===== src/design/segment_polygon_intersection_defines.svh =====
// ----------------------------------------------------------------------------
// Segment polygon intersection assertion macros
// Shared concurrent assertion forms, clocked on clock and disabled in reset.
// ----------------------------------------------------------------------------
`ifndef SEGMENT_POLYGON_INTERSECTION_DEFINES_SVH
`define SEGMENT_POLYGON_INTERSECTION_DEFINES_SVH

// same-cycle implication
`define SPI_ASSERT_IMP(lbl, ante, cons, msg) \
   lbl: assert property (@(posedge clock) disable iff (reset) (ante) |-> (cons)) \
      else $error(msg);

// next-cycle implication
`define SPI_ASSERT_NXT(lbl, ante, cons, msg) \
   lbl: assert property (@(posedge clock) disable iff (reset) (ante) |=> (cons)) \
      else $error(msg);

`endif


===== src/design/segpoly_pkg.sv =====
// ----------------------------------------------------------------------------
// Segment polygon intersection package
// Shared constants, queue status type and helper functions.
// ----------------------------------------------------------------------------
`timescale 1ns / 1ps

package segpoly_pkg;

   localparam int COORD_WIDTH_DEF = 16;
   localparam int CW_LIMIT        = 30;
   localparam int MAX_VERTICES    = 256;
   localparam int EDGE_CNT_W      = 9;
   localparam logic [EDGE_CNT_W-1:0] EDGE_CNT_MAX = '1;
   localparam int HIT_IDX_W       = 8;
   localparam logic [HIT_IDX_W-1:0] HIT_IDX_MAX = '1;
   localparam int QUEUE_DEPTH     = 4;
   localparam int RSP_DATA_W      = 16;

   typedef struct packed {
      logic full;
      logic empty;
   } segpoly_qstat_type;

   function automatic int cw_eff(input int cw);
      return (cw > CW_LIMIT) ? CW_LIMIT : cw;
   endfunction

endpackage


===== src/design/segpoly_queue.sv =====
// ----------------------------------------------------------------------------
// Segment polygon request queue
// Small register FIFO between the classifying front and the edge-test back.
// ----------------------------------------------------------------------------
`timescale 1ns / 1ps
`include "segment_polygon_intersection_defines.svh"

module segpoly_queue #(
   parameter int WIDTH = 8,
   parameter int DEPTH = segpoly_pkg::QUEUE_DEPTH
) (
   input  logic                          clock,
   input  logic                          reset,
   input  logic                          push_i,
   input  logic [WIDTH-1:0]              push_data_i,
   input  logic                          pop_i,
   output logic [WIDTH-1:0]              pop_data_o,
   output segpoly_pkg::segpoly_qstat_type stat_o
);

   localparam int AW = (DEPTH > 1) ? $clog2(DEPTH) : 1;

   logic [WIDTH-1:0] mem_ff [DEPTH];
   logic [AW-1:0]    wr_ptr_ff, wr_ptr_in;
   logic [AW-1:0]    rd_ptr_ff, rd_ptr_in;
   logic [AW:0]      cnt_ff, cnt_in;

   always_comb begin
      wr_ptr_in = wr_ptr_ff;
      rd_ptr_in = rd_ptr_ff;
      cnt_in    = cnt_ff;
      if (push_i) begin
         wr_ptr_in = (wr_ptr_ff == AW'(DEPTH - 1)) ? '0 : wr_ptr_ff + 1'b1;
      end
      if (pop_i) begin
         rd_ptr_in = (rd_ptr_ff == AW'(DEPTH - 1)) ? '0 : rd_ptr_ff + 1'b1;
      end
      if (push_i && !pop_i) begin
         cnt_in = cnt_ff + 1'b1;
      end else if (pop_i && !push_i) begin
         cnt_in = cnt_ff - 1'b1;
      end
   end

   always_ff @(posedge clock) begin
      if (reset) begin
         wr_ptr_ff <= '0;
         rd_ptr_ff <= '0;
         cnt_ff    <= '0;
      end else begin
         wr_ptr_ff <= wr_ptr_in;
         rd_ptr_ff <= rd_ptr_in;
         cnt_ff    <= cnt_in;
      end
   end

   always_ff @(posedge clock) begin
      if (push_i) begin
         mem_ff[wr_ptr_ff] <= push_data_i;
      end
   end

   assign pop_data_o   = mem_ff[rd_ptr_ff];
   assign stat_o.full  = (cnt_ff == (AW+1)'(DEPTH));
   assign stat_o.empty = (cnt_ff == '0);

   `SPI_ASSERT_NXT(a_q_fill, push_i && !pop_i, cnt_ff == $past(cnt_ff) + 1'b1, "count missed a push")
   `SPI_ASSERT_NXT(a_q_drain, pop_i && !push_i, cnt_ff == $past(cnt_ff) - 1'b1, "count missed a pop")
   `SPI_ASSERT_IMP(a_q_under, pop_i, !stat_o.empty, "pop from empty queue")
   `SPI_ASSERT_IMP(a_q_over, push_i, !stat_o.full, "push into full queue")

endmodule


===== config.mk =====
export PLATFORM = sky130hd
export DESIGN_NAME = segpoly_queue
export DESIGN_NICKNAME = d
export VERILOG_FILES = /design/src/design/segpoly_pkg.sv /design/src/design/segpoly_queue.sv
export VERILOG_INCLUDE_DIRS = /design/src /design/src/design
export SDC_FILE = /design/constraint.sdc
export NUM_CORES = 1
export LEC_CHECK = 0
export ABC_AREA = 1
export BUFFER_PORTS_ARGS = -buffer_cell sky130_fd_sc_hd__buf_2
export CAP_MARGIN = 10
export CORE_MARGIN = 4
export CORE_UTILIZATION = 35
export DETAILED_ROUTE_END_ITERATION = 10
export GPL_ROUTABILITY_DRIVEN = 0
export HOLD_SLACK_MARGIN = 0.08
export SLEW_MARGIN = 5
export SYNTH_ARGS = -nofsm -noshare
export SYNTH_HDL_FRONTEND = slang
export SYNTH_SLANG_ARGS = --single-unit

===== constraint.sdc =====
create_clock -name clock -period 1.8 [get_ports clock]
set_clock_uncertainty 0.2 [all_clocks]
set_input_delay 0.45 -clock clock [delete_from_list [all_inputs] [get_ports clock]]
set_output_delay 0.45 -clock clock [all_outputs]
set_load 0.05 [all_outputs]

==> out/metrics.cfg <==
[run_status]
status = complete, but fails checks
violations = negative setup slack

[global_routing]
antenna_found_initial = 0
grtUsageMet3 = 0.0316
grtUsageMet1 = 0.126
grt_pass1_vias = 1105
grt.total_usage = 0.113
grt_pass1_wl_um = 5100
grt_max_degree = 12
grtUsageMet2 = 0.195
grt_overflow = 0
busiest_layer = met2

[detailed_routing]
via_per_inst = 4.86
drt_iter0_drc = 53
via_count = 1094
drc_errors = 0
wire_per_inst_um = 13.8
wl_um = 3110
ant_nets = 0
dr.pass1.iters = 4

[critical_path]
cp_max_fo = 7
r2r-end = mem_ff[3][2]
rr_worst_depth = 3
endpoint = pop_data_o[4]
worst_ep_arrival_time_ns = 1.26
path_class = reg -> out
worstSetupStartpointType = register
cp-end-kind = output pin
r2r_setup_slack_ns = 0.30
worstPathRequired_ns = 1.15
r2r-start = wr_ptr_ff[0]

[place]
portBuffers = 21
place_inst = 216
dp_hpwl_um = 2300

[timing]
worstMarginPinSlew_ns = 0.395
drv_slew = 0
tns_ns = -0.707
setup_viol = 8
final.period_utilization = 1.06
slew_headroom = 0.736
finalHoldViolCount = 0
worst_slack_ns = -0.109
fmax_mhz = 524
min_period_ns = 1.91
rsz0062_at_grt = true

[yosys]
ys_warn_count = 0
yosysMostFrequentCell = edfxtp_1
async_flop_share = 0
synth-main-ff-cell = edfxtp_1
ys_seq_elements = 41
yosysSeqAreaShare = 0.691
yosys.area.top_type = edfxtp_1
synthCells = 135
synth_common_cells = 32 x edfxtp_1, 22 x nor2_1, 15 x inv_1, 15 x o21ai_0, 9 x dfxtp_1
synth.avg_cell_area_um2 = 12.2
ys_types = 19
synth_nets = 154
synth_edf_count = 32
ys_top_cells_by_area = edfxtp_1 58%, dfxtp_1 11%, nor2_1 5.0%
synth_top_area_frac = 0.582
syn-cell-area_um2 = 1650

[clocking]
root_buffer = clkbuf_8
ctsLongestPathBuffers = 2
path_clk_slew_ns = 0.07
cts_buffers = 5
clock_sinks = 41
hold_buffers = 0
worstSkewPairLatency_ns = 0.29
cts_tree = yes
cts_max_level = 2

[floorplan]
pin_count = 22
die_w_um = 76.7
rows = 24
initial_core_util = 0.369
die-height_um = 76.7
core_area_um2 = 4470
die_area_um2 = 5880

[hold_path]
hp-class = in -> reg

[layout]
num_antenna_cells = 0
finalNonFillerCells = 225
fin_util = 0.482
drive_above_1_share = 0.358
fin_nets = 191
area_growth_pct = 30.7

[pwr]
power_density_nw_per_um2 = 990
p_leak_nw = 0.862
peakVddDrop_mv = 0.355

[flow_run]
cap_viol_max_count = 0

[report_power, final]
part	internal, W	switching (W)
logic	0.000177	0.000289
clock network	0.000275	0.000288
registers	0.00107	0.0000332
total	0.00153	0.000610
[stage by stage]
step | cell area, um^2 | setup WS (ns) | total power [W] | hold WS, ns
after floorplan | 1700 | -0.281 | 0.00140 | 0.290
after global placement | 1940 | 0.00569 | 0.00151 | 0.306
after detailed placement | 1940 | -0.113 | 0.00153 | 0.339
after CTS | 2090 | -0.130 | 0.00215 | 0.162
after global routing | 2160 | -0.167 | 0.00224 | 0.162
final | 2160 | -0.109 | 0.00214 | 0.171
[logic make-up (layout without fill, tap and decap cells)]
| kind of cell | after synthesis | count (layout) | synth area share |
|---|---|---|---|
| flip-flops | 41 | 41 | 0.691 |
| adder cells (fa/ha/maj) | 7 | 7 | 0.0576 |
| AND/OR/NAND/NOR | 38 | 38 | 0.0947 |
| AO/OA/AOI/OAI | 30 | 30 | 0.102 |
| XOR/XNOR | 1 | 1 | 0.00530 |
| buffers and inverters | 18 | 56 | 0.0500 |
[registers in the layout, indices dropped and copies added, names as in the netlist, named ones only]
signal and cells:
mem_ff 32, cnt_ff 3, rd_ptr_ff 2, wr_ptr_ff 2
[metal layers]
metal	wire length, um	share of wire	up-vias
met4	74	0.024	0
met3	106	0.034	7
met5	0	0	-
li1	-	-	547
met2	1640	0.53	21
met1	1290	0.41	519
[area by class of cell]
cell class | instances | area (um^2)
clock buffers | 8 | 80.1
fillers | 390 | 2320
inverters | 16 | 62.6
multi-input cells | 76 | 532
flip-flops and latches | 41 | 1150
well taps | 52 | 65.1
repair buffers | 32 | 270
[layout by cell type (no fill, tap or decap), types with 2 or more instances in the layout]
cell,Yosys,final
edfxtp_1,32,32
buf_4,0,8
nor2_4,0,4
clkbuf_8,0,5
nand2_1,8,8
nor2_2,2,2
o21ai_2,2,7
ha_1,6,6
dfxtp_1,9,7
o21ai_0,15,3
clkbuf_1,0,3
nor3_1,4,3
nor2_1,22,18
buf_6,2,12
o22ai_2,0,8
dfxtp_4,0,2
a21oi_1,3,3
o21ai_1,2,9
buf_2,0,11
inv_1,15,15
[worst min-delay path by stage]
stage,from,end,slack (ns),cells after the start
CTS,push_data_i[1],mem_ff[1][1],0.16,1
global route,push_data_i[3],mem_ff[3][3],0.16,1
floorplan,wr_ptr_ff[1],wr_ptr_ff[1],0.29,2
finish,push_data_i[1],mem_ff[3][1],0.17,1
global placement,wr_ptr_ff[1],wr_ptr_ff[1],0.31,2
detailed placement,wr_ptr_ff[1],wr_ptr_ff[1],0.34,2
[worst max-delay path, cell delays in order (launching register included)]
cell     delay, ns
dfxtp_4       0.36
inv_4         0.07
buf_6         0.12
nor2_2        0.04
o22ai_2       0.19
buf_6         0.18
[timing repair]
action	CTS	global route
setup endpoints to repair	9	10
gates resized for setup	35	19
setup buffers	0	1
pin swaps	2	6
Power figures use the tool's default switching activity.
