==> config.mk <==
export PLATFORM = sky130hd
export DESIGN_NAME = segpoly_front
export DESIGN_NICKNAME = d
export VERILOG_FILES = /design/src/design/segment_polygon_intersection_defines.svh /design/src/design/segpoly_pkg.sv /design/src/design/segpoly_front.sv
export SDC_FILE = /design/constraint.sdc
export NUM_CORES = 1
export LEC_CHECK = 0
export BUFFER_PORTS_ARGS = -buffer_cell sky130_fd_sc_hd__buf_2
export CAP_MARGIN = 20
export CORE_AREA = 2 2 104 106
export CTS_CLUSTER_DIAMETER = 100
export DETAILED_ROUTE_END_ITERATION = 6
export DIE_AREA = 0 0 106 108
export MAX_ROUTING_LAYER = met4
export SLEW_MARGIN = 20
export SYNTH_ARGS = -nofsm -noshare
export SYNTH_HDL_FRONTEND = slang
export SYNTH_SLANG_ARGS = --single-unit
==> constraint.sdc <==
create_clock -name clock -period 2.4 [get_ports clock]
set_input_delay 0.24 -clock clock [delete_from_list [all_inputs] [get_ports clock]]
set_output_delay 0.24 -clock clock [all_outputs]
set_load 0.02 [all_outputs]
==> src/design/segment_polygon_intersection_defines.svh <==
// ----------------------------------------------------------------------------
// Segment polygon intersection assertion macros
// Shared concurrent assertion forms, clocked on clock and disabled in reset.
// ----------------------------------------------------------------------------
`ifndef SEGMENT_POLYGON_INTERSECTION_DEFINES_SVH
`define SEGMENT_POLYGON_INTERSECTION_DEFINES_SVH

// same-cycle implication
`define SPI_ASSERT_IMP(lbl, ante, cons, msg) \
   lbl: assert property (@(posedge clock) disable iff (reset) (ante) |-> (cons)) \
      else $error(msg);

// next-cycle implication
`define SPI_ASSERT_NXT(lbl, ante, cons, msg) \
   lbl: assert property (@(posedge clock) disable iff (reset) (ante) |=> (cons)) \
      else $error(msg);

`endif

==> src/design/segpoly_pkg.sv <==
// ----------------------------------------------------------------------------
// Segment polygon intersection package
// Shared constants, queue status type and helper functions.
// ----------------------------------------------------------------------------
`timescale 1ns / 1ps

package segpoly_pkg;

   localparam int COORD_WIDTH_DEF = 16;
   localparam int CW_LIMIT        = 30;
   localparam int MAX_VERTICES    = 256;
   localparam int EDGE_CNT_W      = 9;
   localparam logic [EDGE_CNT_W-1:0] EDGE_CNT_MAX = '1;
   localparam int HIT_IDX_W       = 8;
   localparam logic [HIT_IDX_W-1:0] HIT_IDX_MAX = '1;
   localparam int QUEUE_DEPTH     = 4;
   localparam int RSP_DATA_W      = 16;

   typedef struct packed {
      logic full;
      logic empty;
   } segpoly_qstat_type;

   function automatic int cw_eff(input int cw);
      return (cw > CW_LIMIT) ? CW_LIMIT : cw;
   endfunction

endpackage

==> src/design/segpoly_front.sv <==
// ----------------------------------------------------------------------------
// Segment polygon front end
// Accept vertex requests, track first and previous vertex, build edge pairs.
// ----------------------------------------------------------------------------
`timescale 1ns / 1ps

module segpoly_front #(
   parameter int COORD_WIDTH = segpoly_pkg::COORD_WIDTH_DEF
) (
   input  logic                            clock,
   input  logic                            reset,
   input  logic                            req_tvalid,
   output logic                            req_tready,
   input  logic [((6*COORD_WIDTH+7)/8)*8-1:0] req_tdata,
   input  logic                            req_tlast,
   input  segpoly_pkg::segpoly_qstat_type  qstat_i,
   output logic                            push_o,
   output logic [10*segpoly_pkg::cw_eff(COORD_WIDTH)+1:0] push_data_o
);

   localparam int CW = segpoly_pkg::cw_eff(COORD_WIDTH);

   typedef struct packed {
      logic signed [CW-1:0] sx0;
      logic signed [CW-1:0] sy0;
      logic signed [CW-1:0] sx1;
      logic signed [CW-1:0] sy1;
      logic signed [CW-1:0] px;
      logic signed [CW-1:0] py;
      logic signed [CW-1:0] vx;
      logic signed [CW-1:0] vy;
      logic signed [CW-1:0] fx;
      logic signed [CW-1:0] fy;
      logic                 a_valid;
      logic                 last;
   } segpoly_entry_type;

   logic                 accept;
   logic signed [CW-1:0] vx, vy;
   logic                 have_ff, have_in;
   logic signed [CW-1:0] first_x_ff, first_y_ff, first_x_in, first_y_in;
   logic signed [CW-1:0] prev_x_ff, prev_y_ff;
   segpoly_entry_type    entry;

   assign req_tready = !qstat_i.full;
   assign accept     = req_tvalid && req_tready;
   assign vx         = req_tdata[4*COORD_WIDTH +: CW];
   assign vy         = req_tdata[5*COORD_WIDTH +: CW];

   always_comb begin
      have_in    = have_ff;
      first_x_in = first_x_ff;
      first_y_in = first_y_ff;
      if (accept) begin
         if (!have_ff) begin
            first_x_in = vx;
            first_y_in = vy;
         end
         have_in = !req_tlast;
      end
   end

   always_ff @(posedge clock) begin
      if (reset) begin
         have_ff <= 1'b0;
      end else begin
         have_ff <= have_in;
      end
   end

   always_ff @(posedge clock) begin
      first_x_ff <= first_x_in;
      first_y_ff <= first_y_in;
      if (accept) begin
         prev_x_ff <= vx;
         prev_y_ff <= vy;
      end
   end

   always_comb begin
      entry.sx0     = req_tdata[0*COORD_WIDTH +: CW];
      entry.sy0     = req_tdata[1*COORD_WIDTH +: CW];
      entry.sx1     = req_tdata[2*COORD_WIDTH +: CW];
      entry.sy1     = req_tdata[3*COORD_WIDTH +: CW];
      entry.px      = prev_x_ff;
      entry.py      = prev_y_ff;
      entry.vx      = vx;
      entry.vy      = vy;
      entry.fx      = first_x_in;
      entry.fy      = first_y_in;
      entry.a_valid = have_ff;
      entry.last    = req_tlast;
   end

   assign push_o      = accept;
   assign push_data_o = entry;

endmodule

==> reports/results.ini <==
[outcome]
status = finished, final reports clean

[clock_network]
clock_path_buffers = 2
cts.repair.resized = 0
worstSkewPairLatency_ns = 0.33
cts_setup_buffers = 0
htreeDepth = 3
cts_tree = yes
cts_buffers = 9
clkSlewWorstSetupHoldPaths_ns = 0.07
clock-sinks = 65
root_buffer = clkbuf_8
hold_buffers = 0

[yosys]
seq_area_frac_synth = 0.579
synthXorXnorAreaFrac = 0
synthTopCellsByCount = buf_4, dfxtp_1, edfxtp_1
yosys.area_share.simple = 0.0116
ys_async_sr_fraction = 0
ys_warn_count = 0
synth_top_family_by_area = buffers and inverters
synth.most_common_cell = buf_4
syn_area_per_cell_um2 = 13.7
synth_mux_area_frac = 0.129
syn-num-nets = 306
synth_seq_cells = 65
synthDistinctLibCells = 11
synth-compound-area-share = 0.00357
synthAdderAreaFrac = 0
syn_inst = 204
synthTopCellsByArea = edfxtp_1, buf_4, dfxtp_1
synth_top_area_cell = edfxtp_1
synthFlopType = dfxtp_1
synth_area_um2 = 2800
synth-edff-count = 32
synth_top_area_frac = 0.343

[global_route]
antenna_found_initial = 0
grt_first_pass_wirelength_mm = 8.14
grt_pass1_vias = 1320
grt_use_total = 0.105
grt-ovfl-total = 0
grt_max_degree = 33

[run]
cap_viol_max_count = 0

[finish]
n_fill_cell = 1019
diodes = 0
drive_above_1_share = 0.725
layout.nets = 355
area_growth_pct = 13.4

[setup_path]
end_kind = output port
critical_path.max_fanout = 32
rrSetupSlack_ns = 1.07
slowest_delay_ns = 0.38
slowest_stage = mux2_2
critPathRequiredTime_ns = 2.16
cp.arrival_ns = 1.70
path_class = flop to output port
cp.buffers_inverters = 2
crit_family = buffers and inverters
path_cells = nor3b_4 -> buf_12 -> mux2_2 -> buf_2
start_kind = flop

[pwr]
swShare = 0.268
powerDensity_nw_per_um2 = 967
peakVddDrop_v = 0.000312
seqPwrFrac = 0.434
internal_power_mw = 2.25
p_sw_mw = 0.823
p_clk_frac = 0.374
combPwrFrac = 0.192
p_leak_nw = 1.42

[timing]
rsz0062_at_grt = no
slew_headroom = 0.729
tightestPinTransition_ns = 0.405
fin_skew_ns = 0.00974
maxSlewViolCount = 0
finalSetupViolCount = 0
setup_slack_ns = 0.456
finalCriticalPeriod_ns = 1.94
fmax_mhz = 514
totalNegativeSetupSlack_ns = 0
final_hold_viol_count = 0
min_period_over_period = 0.810

[placed_design]
place_ws_ns = 0.731
gp_congestion = 0.658
io_buffers = 136
hpwl_mm = 4.94

[die]
ios = 266
dieArea_um2 = 11400
die_w_um = 106
start_util = 0.274
std_cell_rows = 37
die_h_um = 108
core-area_um2 = 10200

[detailed_routing]
drtIter0Drc = 43
ant_nets = 0
dr.pass1.iters = 4
totalWireLength_mm = 6.34
vias_per_cell = 3.84
wl_per_cell_um = 16.1
dr_total_vias = 1511
post-route-drc-count = 0

[min_path]
hold_class = input pin to flop

==> flip-flops by register name (all words and copies together) (netlist names) <==
name and flops:
first_x_ff 16, first_y_ff 16, prev_x_ff 16, prev_y_ff 16, have_ff 1
==> routing by layer <==
layer | up-vias | GRT usage | part of all wire
met5 | - | - | 0
li1 | 684 | - | -
met1 | 660 | 0.0917 | 0.34
met4 | 0 | 0.0667 | 0.037
met2 | 141 | 0.167 | 0.49
met3 | 26 | 0.0687 | 0.13
==> power groups by stage <==
| stage | combinational, mW | sequential [mW] | clock (mW) |
|---|---|---|---|
| finish | 0.589 | 1.33 | 1.15 |
| global route | 0.629 | 1.35 | 1.25 |
| CTS | 0.600 | 1.34 | 1.20 |
| detailed placement | 0.598 | 1.36 | 0 |
| global placement | 0.593 | 1.36 | 0 |
| floorplan | 0.522 | 1.41 | 0 |
==> cell usage in the layout (no fill, tap or decap) <==
| cell | instances |
|---|---|
| clkinvlp_4 | 1 |
| buf_4 | 2 |
| nor2b_4 | 1 |
| bufinv_16 | 3 |
| buf_2 | 136 |
| nor3b_4 | 1 |
| nand3b_1 | 1 |
| mux2_1 | 2 |
| clkinv_4 | 2 |
| mux2_2 | 30 |
| edfxtp_1 | 32 |
| o211a_1 | 1 |
| inv_1 | 2 |
| buf_12 | 1 |
| clkbuf_8 | 10 |
| dfxtp_1 | 33 |
==> area by class of cell <==
type / count / area (um^2) / share of cell area
sequential: 65 / 1620 / 0.510
timing repair buffer: 139 / 716 / 0.225
inverter: 2 / 7.51 / 0.00236
clock buffer: 10 / 138 / 0.0433
multi-input combinational: 36 / 410 / 0.129
clock inverter: 6 / 115 / 0.0362
tap: 136 / 170 / 0.0535
==> kinds of logic after synthesis <==
logic type / count (synthesis)
muxes: 32
and+or+nand+nor: 3
DFF: 65
buffers and inverters: 103
AOI/OAI and AO/OA: 1
==> path summary, 6_finish.rpt <==
path                       from        endpoint  cells past startpoint
setup reg to reg        have_ff   first_x_ff[5]                      3
hold / removal    req_tdata[91]   prev_y_ff[11]                      1
setup / recovery        have_ff  push_data_o[9]                      4
hold reg to reg   first_y_ff[4]   first_y_ff[4]                      1
==> per-stage QoR <==
| step | instance area, um^2 | hold WS (ns) | power, mW | utilization | std cells |
|---|---|---|---|---|---|
| after floorplan | 2800 | 0.339 | 1.93 | - | 204 |
| after global placement | 2930 | 0.438 | 1.95 | 0.286 | 378 |
| after detailed placement | 2930 | 0.445 | 1.96 | 0.286 | 378 |
| after CTS | 3180 | 0.0773 | 3.14 | 0.311 | 394 |
| after global routing | 3180 | 0.0755 | 3.22 | 0.311 | 394 |
| final | 3180 | 0.106 | 3.07 | 0.311 | 394 |
Note: power is estimated with default switching activity, not from simulation.
